### config.mk
export PLATFORM = sky130hd
export DESIGN_NAME = fwtd_back
export DESIGN_NICKNAME = d
export VERILOG_FILES = /design/src/hdl/fwtd_pkg.sv /design/src/hdl/fwtd_back.sv
export SDC_FILE = /design/constraint.sdc
export NUM_CORES = 1
export LEC_CHECK = 0
export BUFFER_PORTS_ARGS = -buffer_cell sky130_fd_sc_hd__buf_2
export CAP_MARGIN = 20
export CORE_AREA = 2 2 152 169
export CTS_BUF_LIST = sky130_fd_sc_hd__clkbuf_8
export DETAILED_ROUTE_END_ITERATION = 10
export DIE_AREA = 0 0 154 171
export PLACE_DENSITY_LB_ADDON = 0.12
export SYNTH_ARGS = -nofsm -noshare
export SYNTH_HDL_FRONTEND = slang
export SYNTH_SLANG_ARGS = --single-unit
### constraint.sdc
create_clock -name clock -period 4 [get_ports clock]
set_input_delay 0.4 -clock clock [delete_from_list [all_inputs] [get_ports clock]]
set_output_delay 0.4 -clock clock [all_outputs]
set_load 0.005 [all_outputs]
### src/hdl/fwtd_pkg.sv
// fwtd_pkg: shared types and constants for the flux weak-track detector
// holds the transaction structs, the opcode codes and the reference store sizing
// no dependencies
package fwtd_pkg;

   // reference store sizing
   localparam int MAX_FLUX_PER_REV = 131072;
   localparam int FLUX_ADDR_W      = $clog2(MAX_FLUX_PER_REV);

   // field widths
   localparam int INTERVAL_W = 24;
   localparam int TOL_W      = 16;
   localparam int COUNT_W    = 32;
   localparam int REV_W      = 8;

   localparam logic [TOL_W-1:0] DEFAULT_TOLERANCE = 16'd75;

   typedef enum logic [1:0] {
      OP_SAMPLE    = 2'd0,
      OP_END_REV   = 2'd1,
      OP_END_TRACK = 2'd2,
      OP_END_IMAGE = 2'd3
   } opcode_type;

   // input transaction
   typedef struct packed {
      opcode_type            opcode;
      logic [INTERVAL_W-1:0] flux_interval;
   } req_type;

   // result transaction
   typedef struct packed {
      logic [7:0]         track_total;
      logic [7:0]         most_revolutions;
      logic               multi_revolution;
      logic [COUNT_W-1:0] transition_total;
      logic [7:0]         weak_tracks;
      logic               any_weak;
      logic               status;
   } rsp_type;

   // item handed from the sequencing stage to the compare stage
   typedef struct packed {
      opcode_type            opcode;
      logic [INTERVAL_W-1:0] flux_interval;
      logic [REV_W-1:0]      rev_count;
      logic                  rev_nonzero;
      logic [COUNT_W-1:0]    sample_count;
      logic                  len_diff;
      logic                  cmp_en;
      logic                  over_cap;
   } stage_type;

endpackage

### src/hdl/fwtd_back.sv
// fwtd_back: interval compare, weak-track judgment, image counters and result register
// also holds the tolerance register
// depends on fwtd_pkg
module fwtd_back (
   input  logic                               clock,
   input  logic                               reset,
   input  logic                               csr_write_en,
   input  logic [fwtd_pkg::TOL_W-1:0]         csr_write_data,
   input  logic                               stage_valid,
   input  fwtd_pkg::stage_type                stage_item,
   input  logic [fwtd_pkg::INTERVAL_W-1:0]    ref_data,
   output logic                               advance,
   output logic                               rsp_valid,
   input  logic                               rsp_ready,
   output fwtd_pkg::rsp_type                  rsp_data
);

   logic [fwtd_pkg::TOL_W-1:0]   tol_ff;
   logic                         rev_mismatch_ff, rev_mismatch_in;
   logic                         weak_flag_ff, weak_flag_in;
   logic [7:0]                   trk_ff, trk_in;
   logic [7:0]                   max_rev_ff, max_rev_in;
   logic                         multi_ff, multi_in;
   logic [fwtd_pkg::COUNT_W-1:0] trans_ff, trans_in;
   logic [7:0]                   weak_cnt_ff, weak_cnt_in;
   logic                         rsp_valid_ff, rsp_valid_in;
   fwtd_pkg::rsp_type            rsp_data_ff, rsp_data_in;

   logic                            do_item;
   logic                            is_image;
   logic [fwtd_pkg::INTERVAL_W-1:0] abs_diff;
   logic                            sample_bad;
   logic [fwtd_pkg::COUNT_W:0]      trans_sum;
   logic                            trk_has_rev;
   logic [7:0]                      trk_close;
   logic [7:0]                      max_close;
   logic                            multi_close;
   logic [7:0]                      weak_close;

   // stall only when an end-of-image would overwrite an unaccepted result
   assign is_image = stage_item.opcode == fwtd_pkg::OP_END_IMAGE;
   assign advance  = !(is_image && rsp_valid_ff && !rsp_ready);
   assign do_item  = stage_valid && advance;

   // absolute interval difference against the reference
   assign abs_diff   = (ref_data > stage_item.flux_interval)
                       ? ref_data - stage_item.flux_interval
                       : stage_item.flux_interval - ref_data;
   assign sample_bad = stage_item.over_cap ||
                       (stage_item.cmp_en &&
                        (abs_diff > fwtd_pkg::INTERVAL_W'(tol_ff)));

   // saturating transition sum
   assign trans_sum = {1'b0, trans_ff} + {1'b0, stage_item.sample_count};

   // track close values
   assign trk_has_rev = stage_item.rev_nonzero;
   assign trk_close   = (trk_has_rev && trk_ff != 8'hFF) ? trk_ff + 8'd1 : trk_ff;
   assign max_close   = (stage_item.rev_count > max_rev_ff) ? stage_item.rev_count
                                                            : max_rev_ff;
   assign multi_close = multi_ff || (stage_item.rev_count > 8'd1);
   assign weak_close  = (stage_item.rev_count > 8'd1 && weak_flag_ff &&
                         weak_cnt_ff != 8'hFF) ? weak_cnt_ff + 8'd1 : weak_cnt_ff;

   // per-opcode state update
   always_comb begin
      rev_mismatch_in = rev_mismatch_ff;
      weak_flag_in    = weak_flag_ff;
      trk_in          = trk_ff;
      max_rev_in      = max_rev_ff;
      multi_in        = multi_ff;
      trans_in        = trans_ff;
      weak_cnt_in     = weak_cnt_ff;
      rsp_data_in     = rsp_data_ff;
      rsp_valid_in    = rsp_valid_ff && !rsp_ready;
      if (do_item) begin
         case (stage_item.opcode)
            fwtd_pkg::OP_SAMPLE: begin
               if (sample_bad) begin
                  rev_mismatch_in = 1'b1;
               end
            end
            fwtd_pkg::OP_END_REV: begin
               if (stage_item.rev_nonzero && (stage_item.len_diff || rev_mismatch_ff)) begin
                  weak_flag_in = 1'b1;
               end
               trans_in        = trans_sum[fwtd_pkg::COUNT_W] ? '1
                                 : trans_sum[fwtd_pkg::COUNT_W-1:0];
               rev_mismatch_in = 1'b0;
            end
            fwtd_pkg::OP_END_TRACK: begin
               if (trk_has_rev) begin
                  trk_in      = trk_close;
                  max_rev_in  = max_close;
                  multi_in    = multi_close;
                  weak_cnt_in = weak_close;
               end
               weak_flag_in    = 1'b0;
               rev_mismatch_in = 1'b0;
            end
            default: begin
               rsp_valid_in                 = 1'b1;
               rsp_data_in.track_total      = trk_close;
               rsp_data_in.most_revolutions = trk_has_rev ? max_close : max_rev_ff;
               rsp_data_in.multi_revolution = trk_has_rev ? multi_close : multi_ff;
               rsp_data_in.transition_total = trans_ff;
               rsp_data_in.weak_tracks      = trk_has_rev ? weak_close : weak_cnt_ff;
               rsp_data_in.any_weak         = (trk_has_rev ? weak_close : weak_cnt_ff) != 8'd0;
               rsp_data_in.status           = trk_close == 8'd0;
               rev_mismatch_in = 1'b0;
               weak_flag_in    = 1'b0;
               trk_in          = '0;
               max_rev_in      = '0;
               multi_in        = 1'b0;
               trans_in        = '0;
               weak_cnt_in     = '0;
            end
         endcase
      end
   end

   always_ff @(posedge clock) begin
      if (reset) begin
         tol_ff          <= fwtd_pkg::DEFAULT_TOLERANCE;
         rev_mismatch_ff <= 1'b0;
         weak_flag_ff    <= 1'b0;
         trk_ff          <= '0;
         max_rev_ff      <= '0;
         multi_ff        <= 1'b0;
         trans_ff        <= '0;
         weak_cnt_ff     <= '0;
         rsp_valid_ff    <= 1'b0;
      end else begin
         if (csr_write_en) begin
            tol_ff <= csr_write_data;
         end
         rev_mismatch_ff <= rev_mismatch_in;
         weak_flag_ff    <= weak_flag_in;
         trk_ff          <= trk_in;
         max_rev_ff      <= max_rev_in;
         multi_ff        <= multi_in;
         trans_ff        <= trans_in;
         weak_cnt_ff     <= weak_cnt_in;
         rsp_valid_ff    <= rsp_valid_in;
      end
   end

   // result payload, no reset
   always_ff @(posedge clock) begin
      rsp_data_ff <= rsp_data_in;
   end

   assign rsp_valid = rsp_valid_ff;
   assign rsp_data  = rsp_data_ff;

endmodule
== Yosys cells after proc, flatten, opt, wreduce, memory -nomap -nowiden ==
Index checks and enable logic that the tools add are counted.

* ROM bits: 0
* Memory bits (writable): 0
* Memories kept: 0
* Output and inout bits: 61
* Word-level logic and storage cells: 83
* Bits in latches: 0
* Flip-flop bits (word level): 135

* Shift-type cells: 0
* Reductions and logical operators: 26
* Add/subtract/negate cells: 5
* Order comparisons: 4
* Equality and inequality tests: 8
* Multiply operators: 0
* Bitwise gates (word level): 4
* Mux-type cells: 20
* Div/mod/pow operators: 0

{| class="wikitable"
|+ Operators with widths
! kind !! number
|-
| $pmux 32 s2 || 1
|-
| $mux 8 || 6
|-
| $pmux 8 s2 || 3
|-
| $sub 24x24->24 || 2
|-
| $add 32x32->33 || 1
|-
| $mux 32 || 1
|-
| $gt 24x16->1 || 1
|-
| $gt 24x24->1 || 1
|-
| $mux 24 || 1
|-
| $add 8x1->8 const B || 2
|-
| $ne 8x8->1 const B || 2
|-
| $logic_and 1x1->1 || 9
|-
| $gt 8x1->1 const B || 1
|-
| $gt 8x8->1 || 1
|-
| $logic_not 8->1 || 1
|-
| $reduce_and 2->1 || 4
|-
| $reduce_bool 8->1 || 1
|-
| $mux 1 || 6
|-
| $ne 2x2->1 const B || 3
|-
| $reduce_and 3->1 || 2
|-
| $eq 2x2->1 const B || 2
|-
| $not 1->1 || 4
|-
| $pmux 1 s2 || 2
|-
| $reduce_or 2->1 || 2
|-
| 5 further kinds || 8
|}

== Logic depth before layout (Yosys ltp) ==
* Word-level depth: 7
* Gate-level depth with buffers: 24
* Depth with buffers taken out: 22

== Worst setup path after synthesis ==
No wires, ideal clock.

* Kind: input port to flip-flop
* Start point: input ref_data[0] (netlist name)
* End point: register rev_mismatch_ff
* Path buffers: 2
* Library setup time: 0.136 ns
* Path slack: -0.232 ns
* Stages: 23
* Data required time: 3.864 ns
* Arrival: 4.096 ns
* Path through: inv_1 > ha_1 > inv_1 > fa_1 > nand3_1 > a211oi_2 > o21ai_2 > a21oi_1 > o31ai_4 > buf_4 > buf_2 > mux2_2 > ha_1 > nor2b_1 > o21a_1 > o21ai_0 > a21oi_1 > nor3_1 > nor2_1 > nor4_1 > o21ai_0 > nor4_1 > a311oi_1

* Cells in the longest elaborated chain, start to end: 7
* Elaborated cells on any way between the ends: 9

{| class="wikitable"
|+ RTL lines
! what !! line !! text
|-
| start, declared || fwtd_back.sv:11 || <nowiki>input logic [fwtd_pkg::INTERVAL_W-1:0] ref_data,</nowiki>
|-
| $sub 24x24->24 (tied with other cells) || fwtd_back.sv:48 || <nowiki>: stage_item.flux_interval - ref_data;</nowiki>
|-
| $mux 24 * || fwtd_back.sv:47 || <nowiki>? ref_data - stage_item.flux_interval</nowiki>
|-
| $gt 24x16->1 * || fwtd_back.sv:51 || <nowiki>(abs_diff > fwtd_pkg::INTERVAL_W'(tol_ff)));</nowiki>
|-
| $logic_and 1x1->1 * || fwtd_back.sv:50 || <nowiki>(stage_item.cmp_en &&</nowiki>
|-
| $logic_or 1x1->1 * || fwtd_back.sv:49 || <nowiki>assign sample_bad = stage_item.over_cap ||</nowiki>
|-
| $ne 2x2->1 (no line) * || - ||
|-
| $reduce_and 2->1 (no line) * || - ||
|-
| end signal, assigned || fwtd_back.sv:137 || <nowiki>rev_mismatch_ff <= rev_mismatch_in;</nowiki>
|-
| end, declared || fwtd_back.sv:19 || <nowiki>logic rev_mismatch_ff, rev_mismatch_in;</nowiki>
|}

Mark *: on every way between the ends. The rest lies on a longest branch, timed or not.
A chain may end at the register's enable or synchronous reset.

== Worst setup path in the final report ==
* Start point: input stage_item[47] (netlist name)
* End point: register rev_mismatch_ff

* Cells in the longest elaborated chain, start to end: 7
* Elaborated cells on any way between the ends: 9

{| class="wikitable"
|+ RTL lines
! what !! line !! text
|-
| start, declared || fwtd_back.sv:10 || <nowiki>input fwtd_pkg::stage_type stage_item,</nowiki>
|-
| $sub 24x24->24 (tied with other cells) || fwtd_back.sv:48 ||
|-
| $mux 24 * || fwtd_back.sv:47 ||
|-
| $gt 24x16->1 * || fwtd_back.sv:51 ||
|-
| $logic_and 1x1->1 * || fwtd_back.sv:50 ||
|-
| $logic_or 1x1->1 * || fwtd_back.sv:49 ||
|-
| $ne 2x2->1 (no line) * || - ||
|-
| $reduce_and 2->1 (no line) * || - ||
|}

Marked as above.

==> results.toml <==
[outcome]
status = "finished clean"

[logic_synthesis]
synth_edf_count = 59
syn-cell-area_um2 = 9720
ys_types = 79
synthFlopType = "dfxtp_1"
avgSynthCellArea_um2 = 8.62
async_reset_ff_share_pct = 0
synth-seq-cells = 135
yosysSeqAreaShare_pct = 33.9
syn_inst = 1127
ys_warn_count = 0
syn_nets = 1350

[min_path]
hold_path_class = "in2reg"
min_path_cells = 3

[floorplan]
rows = 61
dieArea_um2 = 26300
start_util_pct = 39.2
die_width_um = 154
core_area_um2 = 24800
fp.dieH_um = 171
io_pins = 176

[place]
gp_congestion = 0.869
port_buffers = 175
dp.cells = 1684
dp_hpwl_um = 20200
postPlaceCellArea_um2 = 11600

[sta]
maxSlewViolCount = 0
finalCritPeriodShare_pct = 93.9
skew_ps = 9.88
hold_viol_final = 0
max_freq_mhz = 266
finalCriticalPeriod_ps = 3760
rsz0062_at_grt = "false"
setup-tns-final_ps = 0
setup_violations = 0
worst_hold_slack_ps = 177
max_slew_margin_pct = 41.9
worst_slew_pin_slew_ps = 872

[global_routing]
antenna_found_initial = 0
grt_max_degree = 33
grt_pass1_vias = 8516
grt_overflow = 0
grt_use_total_pct = 19.1
grt_pass1_wl_um = 40900

[clock_tree]
cts_max_level = 4
cts_tree = "built"
clock_latency_ps = 450
clk_pin_slew_worst_paths_ps = 90
cts_hold_buf = 0
cts_sinks = 135
cts_buffers = 17
cts_root_buffer = "clkbuf_8"
clockBufferDepth = 2

[final_layout]
drive_gt1_share_pct = 26.4
final_area_um2 = 12200
finalNetCount = 1616
antenna_cells = 0
fin_util_pct = 49.0
area_growth_pct = 25.1
fin_cells = 1721

[route]
vias = 8769
drc = 0
antenna_left = 0
routedWlPerCell_um = 14.7
wl_um = 25300
vias_per_cell = 5.10
dr.pass1.iters = 5
drt_iter0_markers = 322

[pwr]
leakagePower_uw = 0.00575
peakVddDrop_uv = 202
p_per_area_nw_per_um2 = 305

[critical_path]
start_kind = "input port"
critPathArrivalTime_ps = 4080
path_max_fanout = 7
reg2reg_slack_ps = 770
cp_data_required_time_ps = 4330
criticalPathCategory = "in2reg"
rr_worst_depth = 14
critPathCaptureType = "register"

[job]
maxCapViolCount = 0
area by class of cell:
class | count | area [um^2]
tap | 315 | 394
inverter | 95 | 357
sequential | 135 | 3290
clock inverter | 15 | 133
multi-input combinational | 856 | 5990
clock buffer | 17 | 234
fill | 2472 | 12600
timing repair buffer | 288 | 1760
per-stage QoR:
| step | power (uW) | setup WS (ps) |
|---|---|---|
| finish | 3710 | 243 |
| global route | 3960 | 7.54 |
| CTS | 3700 | 62.7 |
| detailed placement | 2610 | -754 |
| global placement | 2610 | -630 |
| floorplan | 2240 | 5.35 |
metal layers:
layer	part of all wire, %	GRT usage [%]	vias to the layer above
met3	3.3	2.71	33
met4	1.9	6.42	0
met2	51	34.8	179
met5	0	0	-
li1	-	-	4569
met1	44	23.2	3988
cell usage in the layout (no fill, tap or decap), types with 8 or more instances in the layout:
cell type / synthesis / final
mux2i_1: 22 / 19
nor3_1: 19 / 19
inv_1: 95 / 95
dfxtp_1: 76 / 76
nand2_1: 122 / 121
xor2_1: 28 / 28
o21ai_1: 30 / 34
nor2_1: 85 / 84
xnor2_1: 29 / 29
clkbuf_8: 0 / 17
a21o_1: 34 / 34
o21a_1: 13 / 13
nor2b_1: 10 / 10
a21oi_2: 4 / 10
o21bai_1: 8 / 8
o21ai_0: 69 / 64
buf_2: 13 / 175
a21oi_1: 91 / 84
edfxtp_1: 59 / 59
nand4_1: 21 / 21
ha_1: 105 / 104
nand3_1: 28 / 26
buf_4: 6 / 110
o211ai_1: 14 / 14
registers in the layout, summed over array words and instances (netlist names):
name and count:
tol_ff 16, weak_flag_ff 1, multi_ff 1, rsp_valid 1, rev_mismatch_ff 1, trans_ff 32
weak_cnt_ff 8, max_rev_ff 8, trk_ff 8, rsp_data 59
kinds of logic after synthesis:
group	after synthesis	synth area share [%]
AOI/OAI and AO/OA	335	22.5
xor gates and xnor gates	57	5.14
adders and majority gates	108	14.1
buffers and inverters	136	5.96
DFF	135	33.9
muxes	25	2.61
and+or+nand+nor	331	15.8
repair_timing:
action / in CTS / in global routing
buffers inserted: 2 / 3
setup endpoints to repair: 1 / 1
gates resized for setup: 0 / 21
pin swaps: 1 / 16
cloned: 0 / 1
synth_stat cells (7+ instances only):
master    instances  share of area [%]
nor2b_1          10               0.64
o21ai_1          30                1.5
and2_1            7               0.45
o21bai_1          8               0.62
a31oi_1           7               0.45
o21ai_0          69                3.6
nor3_1           19               0.98
clkbuf_1         18               0.70
a21o_1           34                2.6
xnor2_1          29                2.6
xor2_1           28                2.5
buf_2            13               0.67
nor2_1           85                3.3
nand3_1          28                1.4
edfxtp_1         59                 18
ha_1            105                 14
mux2i_1          22                2.3
o211ai_1         14                1.1
dfxtp_1          76                 16
a21boi_0          7               0.54
o21a_1           13                1.0
a21oi_1          91                4.7
nand2_1         122                4.7
and3_1            7               0.45
nand4_1          21                1.4
inv_1            95                3.7
report_power, final:
| part | total (uW) | switching (uW) | internal [uW] |
|---|---|---|---|
| Sequential | 1500 | 21.2 | 1480 |
| Clock | 1070 | 615 | 454 |
| Combinational | 1140 | 609 | 533 |
critical path, cell delays in order:
cell and delay, ps:
buf_2 90, inv_1 40, ha_1 420, nand3_2 150, a211oi_4 320, o21ai_2 140
a21oi_2 210, o31ai_4 110, buf_4 160, clkbuf_16 150, nor3_1 200, a21oi_1 80
xor2_1 140, ha_1 310, a21oi_2 150, nor2_1 70, a2111oi_2 200, nor2_1 110
nor4_2 180, o21ai_1 100, nor4_1 240, a311oi_1 120
path summary, 6_finish.rpt:
| kind | start | endpoint |
|---|---|---|
| worst max-delay path | stage_item[47] | rev_mismatch_ff |
| worst min register to register | trans_ff[4] | rsp_data[14] |
| worst max register to register | trans_ff[0] | trans_ff[22] |
| worst min-delay path | csr_write_data[1] | tol_ff[1] |
(Power assumes the default switching activity.)
